**config.mk**
```make
export PLATFORM = sky130hd
export DESIGN_NAME = msc_muldiv
export DESIGN_NICKNAME = d
export VERILOG_FILES = /design/src/hdl/msc_pkg.sv /design/src/hdl/msc_muldiv.sv
export SDC_FILE = /design/constraint.sdc
export NUM_CORES = 1
export LEC_CHECK = 0
export BUFFER_PORTS_ARGS = -buffer_cell sky130_fd_sc_hd__buf_2
export CAP_MARGIN = 20
export CORE_MARGIN = 4
export CORE_UTILIZATION = 40
export CTS_CLUSTER_SIZE = 12
export DETAILED_ROUTE_END_ITERATION = 8
export HOLD_SLACK_MARGIN = 0.02
export PLACE_DENSITY_LB_ADDON = 0.15
export SLEW_MARGIN = 20
export SYNTH_ARGS = -nofsm -noshare
export SYNTH_HDL_FRONTEND = slang
export SYNTH_SLANG_ARGS = --single-unit
```
**constraint.sdc**
```tcl
create_clock -name i_clk -period 4.21 [get_ports i_clk]
set_clock_uncertainty 0.05 [all_clocks]
set_input_delay 0.6315 -clock i_clk [delete_from_list [all_inputs] [get_ports i_clk]]
set_output_delay 0.6315 -clock i_clk [all_outputs]
set_load 0.005 [all_outputs]
```
**src/hdl/msc_pkg.sv**
```systemverilog
// Shared types and constants for the MIPS subset core.
`default_nettype none
package msc_pkg;
    localparam int MemBytes = 16384;
    localparam int MemAw = $clog2(MemBytes);

    localparam logic [5:0] OP_SPECIAL = 6'd0;
    localparam logic [5:0] OP_J = 6'd2;
    localparam logic [5:0] OP_JAL = 6'd3;
    localparam logic [5:0] OP_BEQ = 6'd4;
    localparam logic [5:0] OP_BNE = 6'd5;
    localparam logic [5:0] OP_ADDI = 6'd8;
    localparam logic [5:0] OP_SLTI = 6'd10;
    localparam logic [5:0] OP_ANDI = 6'd12;
    localparam logic [5:0] OP_ORI = 6'd13;
    localparam logic [5:0] OP_LUI = 6'd15;
    localparam logic [5:0] OP_LB = 6'd32;
    localparam logic [5:0] OP_LW = 6'd35;
    localparam logic [5:0] OP_SB = 6'd40;
    localparam logic [5:0] OP_SW = 6'd43;

    localparam logic [5:0] FN_SLL = 6'd0;
    localparam logic [5:0] FN_SRL = 6'd2;
    localparam logic [5:0] FN_JR = 6'd8;
    localparam logic [5:0] FN_SYSCALL = 6'd12;
    localparam logic [5:0] FN_MFHI = 6'd16;
    localparam logic [5:0] FN_MFLO = 6'd18;
    localparam logic [5:0] FN_MULT = 6'd24;
    localparam logic [5:0] FN_DIV = 6'd26;
    localparam logic [5:0] FN_ADD = 6'd32;
    localparam logic [5:0] FN_SUB = 6'd34;
    localparam logic [5:0] FN_AND = 6'd36;
    localparam logic [5:0] FN_OR = 6'd37;
    localparam logic [5:0] FN_XOR = 6'd38;
    localparam logic [5:0] FN_NOR = 6'd39;
    localparam logic [5:0] FN_SLT = 6'd42;

    localparam logic [1:0] CMD_LOAD = 2'd0;
    localparam logic [1:0] CMD_EXEC = 2'd1;
    localparam logic [1:0] CMD_READ = 2'd2;

    localparam logic [0:0] REG_START_PC = 1'd0;
    localparam logic [0:0] REG_STACK_INIT = 1'd1;

    typedef struct packed {
        logic        start;
        logic        is_div;
        logic [31:0] a;
        logic [31:0] b;
    } t_md_req;

    typedef struct packed {
        logic        done;
        logic [31:0] hi;
        logic [31:0] lo;
    } t_md_rsp;
endpackage
`default_nettype wire

```
**src/hdl/msc_muldiv.sv**
```systemverilog
// Iterative signed multiply / divide unit, one bit per cycle.
`default_nettype none
module msc_muldiv import msc_pkg::*; (
    input  wire logic    i_clk,
    input  wire logic    i_rst_n,
    input  wire t_md_req i_req,
    output t_md_rsp      o_rsp
);
    logic        r_busy, r_div, r_neg_q, r_neg_r, r_done;
    logic [5:0]  r_cnt;
    logic [63:0] r_acc;
    logic [31:0] r_opb;
    logic [32:0] w_trial;
    logic [31:0] w_q, w_r;

    assign w_trial = {r_acc[63:31]} - {1'b0, r_opb};
    assign w_q = r_neg_q ? (32'd0 - r_acc[31:0]) : r_acc[31:0];
    assign w_r = r_neg_r ? (32'd0 - r_acc[63:32]) : r_acc[63:32];

    always_ff @(posedge i_clk) begin
        if (!i_rst_n) begin
            r_busy <= 1'b0;
            r_done <= 1'b0;
        end else begin
            r_done <= 1'b0;
            if (i_req.start) begin
                r_busy <= 1'b1;
                r_div <= i_req.is_div;
                r_cnt <= 6'd0;
                if (i_req.is_div) begin
                    r_acc <= {32'd0, i_req.a[31] ? 32'd0 - i_req.a : i_req.a};
                    r_opb <= i_req.b[31] ? 32'd0 - i_req.b : i_req.b;
                    r_neg_q <= i_req.a[31] ^ i_req.b[31];
                    r_neg_r <= i_req.a[31];
                end else begin
                    r_acc <= {32'd0, i_req.b};
                    r_opb <= i_req.a;
                end
            end else if (r_busy) begin
                r_cnt <= r_cnt + 6'd1;
                if (r_div) begin
                    if (!w_trial[32])
                        r_acc <= {w_trial[31:0], r_acc[30:0], 1'b1};
                    else
                        r_acc <= {r_acc[62:0], 1'b0};
                end else begin
                    // signed shift-add: last multiplier bit carries negative weight
                    logic [32:0] s;
                    logic [32:0] addend;
                    addend = {r_opb[31], r_opb};
                    if (r_acc[0])
                        s = (r_cnt == 6'd31) ? {r_acc[63], r_acc[63:32]} - addend
                                             : {r_acc[63], r_acc[63:32]} + addend;
                    else
                        s = {r_acc[63], r_acc[63:32]};
                    r_acc <= {s, r_acc[31:1]};
                end
                if (r_cnt == 6'd31) begin
                    r_busy <= 1'b0;
                    r_done <= 1'b1;
                end
            end
        end
    end

    assign o_rsp.done = r_done;
    assign o_rsp.hi = (r_div && !r_done) ? 32'd0 : (r_div ? w_r : r_acc[63:32]);
    assign o_rsp.lo = r_div ? w_q : r_acc[31:0];
endmodule
`default_nettype wire

```
# ---- Word level (Yosys, flattened, before mapping)
# Cells that the tools add are included.
dict set report classes {
  muxes 20
  n_addsub 8
  n_reduce_logical 9
  order_cmp 0
  bitwise_logic 3
  n_mul 0
  div 0
  eq_ne 1
  n_shift 0
}
# operator count
set op_table {}
lappend op_table {{32-bit two-way mux} 9}
lappend op_table {{64-bit two-way mux} 4}
lappend op_table {{1-bit by 32-bit subtractor with 32-bit output (first input constant)} 4}
lappend op_table {{33-bit two-way mux} 2}
lappend op_table {{32-bit by 32-bit adder with 33-bit output} 1}
lappend op_table {{32-bit by 32-bit subtractor with 33-bit output} 1}
lappend op_table {{33-bit by 32-bit subtractor with 33-bit output} 1}
lappend op_table {{6-bit by 1-bit adder with 6-bit output (second input constant)} 1}
lappend op_table {{6-bit by 5-bit == test with 1-bit output (second input constant)} 1}
lappend op_table {{6-bit two-way mux} 1}
lappend op_table {{3-bit AND reduction} 2}
lappend op_table {{1-bit two-way mux} 4}
lappend op_table {{2-bit AND reduction} 2}
lappend op_table {{3-bit nonzero test} 1}
lappend op_table {{3-bit OR reduction} 1}
lappend op_table {{1-bit NOT} 2}
lappend op_table {{2-bit nonzero test} 1}
lappend op_table {{1-bit logical AND} 1}
lappend op_table {{1-bit logical NOT} 1}
lappend op_table {{1-bit bitwise XOR} 1}
dict set report word_totals {
  rom_bits 0
  out_inout_bits 65
  reg_bits 107
  n_memories 0
  latch_bits 0
  ramBits 0
}

# ---- Logic depth before layout (Yosys ltp)
dict set report logic_depth {
  word_depth 6
  mapped_depth 17
  mapped_depth_nobuf 17
}

# ---- Worst setup path after synthesis
# No wires, ideal clock.
dict set report synth_timing {
  kind {register -> register}
  start {register r_opb[1]}
  end {register r_acc[62], data pin}
  required_time_ps 3881
  setup_time_ps 279
  n_path_buf 0
  t_arrival_ps 3910
  setup_slack_ps -29
  path_stages_with_launch 16
  cell_sequence {edfxtp_1 > inv_1 > ha_1 > nand4_1 > nor4_1 > a31oi_1 > xnor2_1 > ha_1 > nand3_1 > nor4_1 > o21ai_0 > a2111oi_0 > nor3_1 > o2111a_1 > a2111oi_0 > a311oi_1}
}
dict set report synth_between {
  elab_chain_len 6
}
# item line
set synth_rtl {}
lappend synth_rtl {{start: declaration} msc_muldiv.sv:12} ;# logic [31:0] r_opb;
lappend synth_rtl {{start signal: assignment} msc_muldiv.sv:32} ;# r_opb <= i_req.b[31] ? 32'd0 - i_req.b : i_req.b;
lappend synth_rtl {{start signal: assignment} msc_muldiv.sv:37} ;# r_opb <= i_req.a;
lappend synth_rtl {{32-bit by 32-bit adder with 33-bit output / 32-bit by 32-bit subtractor with 33-bit output (equally long branches)} {msc_muldiv.sv:53, msc_muldiv.sv:52}}
lappend synth_rtl {{33-bit two-way mux} msc_muldiv.sv:52} ;# s = (r_cnt == 6'd31) ? {r_acc[63], r_acc[63:32]} - addend
lappend synth_rtl {{33-bit two-way mux} msc_muldiv.sv:51} ;# if (r_acc[0])
lappend synth_rtl {{64-bit two-way mux (*)} msc_muldiv.sv:41} ;# if (r_div) begin
lappend synth_rtl {{64-bit two-way mux (*)} msc_muldiv.sv:39} ;# end else if (r_busy) begin
lappend synth_rtl {{64-bit two-way mux (*)} msc_muldiv.sv:26} ;# if (i_req.start) begin
lappend synth_rtl {{end signal: assignment} msc_muldiv.sv:31} ;# r_acc <= {32'd0, i_req.a[31] ? 32'd0 - i_req.a : i_req.a};
lappend synth_rtl {{end signal: assignment} msc_muldiv.sv:43} ;# r_acc <= {w_trial[31:0], r_acc[30:0], 1'b1};
lappend synth_rtl {{end signal: assignment} msc_muldiv.sv:45} ;# r_acc <= {r_acc[62:0], 1'b0};
lappend synth_rtl {{end: declaration} msc_muldiv.sv:11} ;# logic [63:0] r_acc;
# Mark *: on every way between the ends. The rest lies on a longest branch, timed or not. The select of a mux whose other input is x is not followed.
# A chain may end at the register's enable or synchronous reset.

# ---- Worst setup path after layout
dict set report layout_timing {
  start {register r_opb[12]}
  end {register r_acc[62], data pin}
}
# The elaborated chain is that of the path after synthesis.

==> key figures <==
Pwr
  – Max IR drop VDD: approximately 0.00019 V
  – Int Pwr: approximately 2.6 mW
  – P_sw: 1.752 mW
  – Sequential share of power: between 30% and 40%
  – PD cells: 293.3 nW/um2
  – Leakage: approximately 6 nW
  – Combinational group share of total power: 47.5%
  – Clock power share: between 20% and 30%
  – Switching fraction of total power: about 40%

GRT
  – Gr usage total: between 20% and 30%
  – Antenna violations before repair: 12
  – Largest net degree at the start of global routing: 62
  – Overflow left after global routing: 0
  – Vias in the first global route: ~12000
  – First-pass GRT wire length: approximately 65000 um

Run
  – Max-Cap Viols: 0

Timing
  – Fin crit period: between 4 and 5 ns
  – Fin Setup TNS: 0 ns
  – Finish-stage setup viols: 0
  – RSZ-0062 raised after global routing: true
  – Final Cycle Share: 96.61%
  – Final Max Slew Viols: 0
  – FMAX: approximately 0.25 GHz
  – Relative slew slack: about 28%
  – Setup ws final: around 0.14 ns
  – Worst-Margin Slew: approximately 1.1 ns
  – Hold Vio Cnt, Final: 0

Floorplan
  – Core area: 30670 um2
  – Die footprint: about 34000 um2
  – Die width: 184.5 um
  – Die Span Y: around 180 um
  – I/O pins: about 130
  – # rows: 64
  – Initial Utilization: between 40% and 50%

Critical path
  – Worst reg-to-reg setup slack: 0.14 ns
  – Worst r2r src: r_opb[12]$_DFFE_PP_
  – Critical path startpoint category: register
  – Crit path DAT: roughly 4.1 ns
  – CP Data Required Time: 4.24 ns
  – CP max FO: 3
  – Crit. End Element: register
  – CP Class: register to register
  – Crit Reg-Reg Endpoint: r_acc[62]$_SDFFCE_PP0P_
  – Worst Setup SP: r_opb[12]$_DFFE_PP_
  – Reg2Reg Depth: 15

CTS
  – Post-cts hold buffer count: 0
  – Clock tree buffer depth: 2
  – Clock Latency Late Sink: 0.36 ns
  – CTS Buf Count: 9
  – H-Tree Depth: 3
  – CTS clk-pin slew, worst paths: 0.09 ns
  – CTS Sinks: roughly 110
  – Root buffer cell: clkbuf_16
  – CTS tree: yes

Drt
  – DRT antenna net count: 0
  – Total Wirelength: between 40000 and 50000 um
  – WL/cell: just under 20 um
  – First-iteration detailed-routing DRC count: slightly below 1000
  – DRC Markers: 0
  – Vias per inst: approximately 5.8
  – Via count: around 13000
  – Initial DRT Pass Iterations: 5

Cells and area
  – Layout cells sized above 1: between 10% and 20%
  – Nets: approximately 1900
  – Fillers: between 2000 and 3000
  – Cell Count, Final, Fillers Out: 2161
  – Layout Utilization: 48.74%
  – Layout overhead on the synthesized area: 19.95%

Worst hold path
  – Worst hold path depth: 2
  – Hold/Removal Path Class: register to register
  – Hold Crit Endpoint: r_done$_SDFF_PP0_
  – Hold_sp: r_busy$_SDFF_PN0_

Placement
  – Placed wire-length estimate: between 30000 and 40000 um
  – GP Congestion: around 0.94
  – Placed cells: around 2100
  – Placement Setup Slack: -0.2667 ns
  – I/O Buffers: about 130

Logic synthesis
  – Gate Count Post-Synth: approximately 1600
  – Yosys warns: 0
  – Sequential share of the synthesized area: 25.62%
  – Primary FF master, synth: edfxtp_1
  – FF+latch count, synth: approximately 110
  – Syn Area/Cell: 7.989 um2
  – Number of flops mapped to enable cells by yosys: between 100 and 150
  – Synthesized net count: 1700
  – Post-synth cell types: 70
  – Fraction of registers with async set/reset: 0%
  – Syn Std Cell Area: between 10000 and 15000 um2

Run status
  – Run status: completed
[per-stage QoR]
| stage | hold slack (ns) | power (mW) | instance area [um2] |
|---|---|---|---|
| floorplan | 0.3809 | 2.736 | 12470 |
| global placement | 0.4657 | 3.398 | 14180 |
| detailed placement | 0.4531 | 3.412 | 14180 |
| CTS | 0.4641 | 4.304 | 14510 |
| global route | 0.4938 | 4.660 | 14940 |
| finish | 0.4686 | 4.384 | 14950 |
[state kept, by name, indices dropped and copies added, names as in the netlist]
signal	flops
r_neg_r	1
r_done	1
r_busy	1
r_cnt	6
r_neg_q	1
r_opb	32
r_div	1
r_acc	64
[repair_timing]
action,in CTS,in global routing
endpoints found under the hold margin,0,0
pin swaps,0,39
setup buffers,0,17
resized for setup,9,70
setup endpoints to repair,8,23
gates cloned,0,0
[cell type report]
class	instances	area (um2)	area share [%]
Tap cell	396	495.5	3.314
Timing Repair Buffer	261	1684	11.27
Multi-Input combinational cell	1303	9000	60.20
Clock buffer	9	225.2	1.507
Inverter	73	276.5	1.850
Clock inverter	7	62.56	0.4185
Antenna cell	5	12.51	0.08370
Sequential cell	107	3193	21.36
[power groups by stage]
stage	registers, mW	logic [mW]	clock network, mW
2_1_floorplan	1.40	1.34	0
3_3_place_gp	1.44	1.96	0
3_5_place_dp	1.44	1.97	0
4_1_cts	1.41	1.99	0.899
5_1_grt	1.43	2.29	0.938
6_report	1.42	2.08	0.882
[critical path, cell delays in order, from the launching register on]
cell and delay [ns]:
edfxtp_1 0.39, or4_4 0.57, nor4_4 0.27, buf_4 0.16
a31oi_1 0.09, xnor2_1 0.15, ha_1 0.31, nand3_2 0.09
nor4_1 0.25, o21ai_1 0.11, buf_4 0.16, a2111oi_4 0.42
nor3_2 0.10, o2111a_1 0.28, a2111oi_4 0.32, a311oi_1 0.08
[logic make-up (layout without fill, tap and decap cells)]
group	count (synthesis)	after routing	share of synthesized area [%]
compound gates	500	500	25.77
xor+xnor	184	184	12.93
fa+ha+maj	72	72	7.349
buf+inv	150	350	4.839
flops	107	107	25.62
mux	57	57	4.588
other cells	0	5	0
simple gates	490	490	18.90
[cell usage after synthesis (8+ instances only)]
cell type | count | share of area [%]
a21o_1 | 27 | 1.6
a21boi_0 | 8 | 0.48
o211ai_1 | 31 | 1.9
mux2i_1 | 56 | 4.5
xnor2_1 | 96 | 6.7
edfxtp_1 | 105 | 25
nor4_1 | 19 | 0.95
o31ai_1 | 29 | 1.7
a31oi_1 | 15 | 0.75
or3_1 | 20 | 1.0
nand2_1 | 123 | 3.7
a21oi_1 | 150 | 6.0
o41ai_1 | 13 | 0.91
nand3_1 | 37 | 1.5
buf_1 | 9 | 0.27
nand2b_1 | 19 | 0.95
nor2_1 | 155 | 4.7
inv_1 | 72 | 2.2
a311oi_1 | 9 | 0.63
a211oi_1 | 30 | 1.8
a221oi_1 | 14 | 0.98
nor2b_1 | 25 | 1.3
ha_1 | 70 | 7.0
o21a_1 | 15 | 0.90
or4_1 | 16 | 0.96
and3_1 | 10 | 0.50
nand4_1 | 10 | 0.50
xor2_1 | 88 | 6.2
nor3_1 | 32 | 1.3
clkbuf_1 | 61 | 1.8
o21ai_0 | 112 | 4.5
[per-layer routing]
metal  share of wire [%]  GRT usage, %
met2                  46         38.47
met5                0.25             0
met3                 5.8         4.875
met1                  46         32.08
met4                 2.5         6.980
[layout by cell type, fill, tap and decap left out, types with 35 or more instances in the layout]
cell type and instances:
nor2_1 152, a21oi_1 142, buf_2 131, buf_4 124, nand2_1 121, edfxtp_1 105, o21ai_0 101, xnor2_1 96
xor2_1 88, inv_1 70, ha_1 69, mux2i_1 55, nand3_1 35
[how the worst max path moves through the flow]
stage	end	depth (start not counted)	slack, ns
final	r_acc[62]$_SDFFCE_PP0P_	15	0.14
after CTS	r_acc[51]$_SDFFCE_PP0P_	17	0.0009
after global placement	r_acc[57]$_SDFFCE_PP0P_	17	-0.21
after floorplan	r_acc[59]$_SDFFCE_PP0P_	16	0.08
after detailed placement	r_acc[62]$_SDFFCE_PP0P_	17	-0.27
after global routing	r_acc[62]$_SDFFCE_PP0P_	14	-0.06
Note: power is estimated with default switching activity, not from simulation.
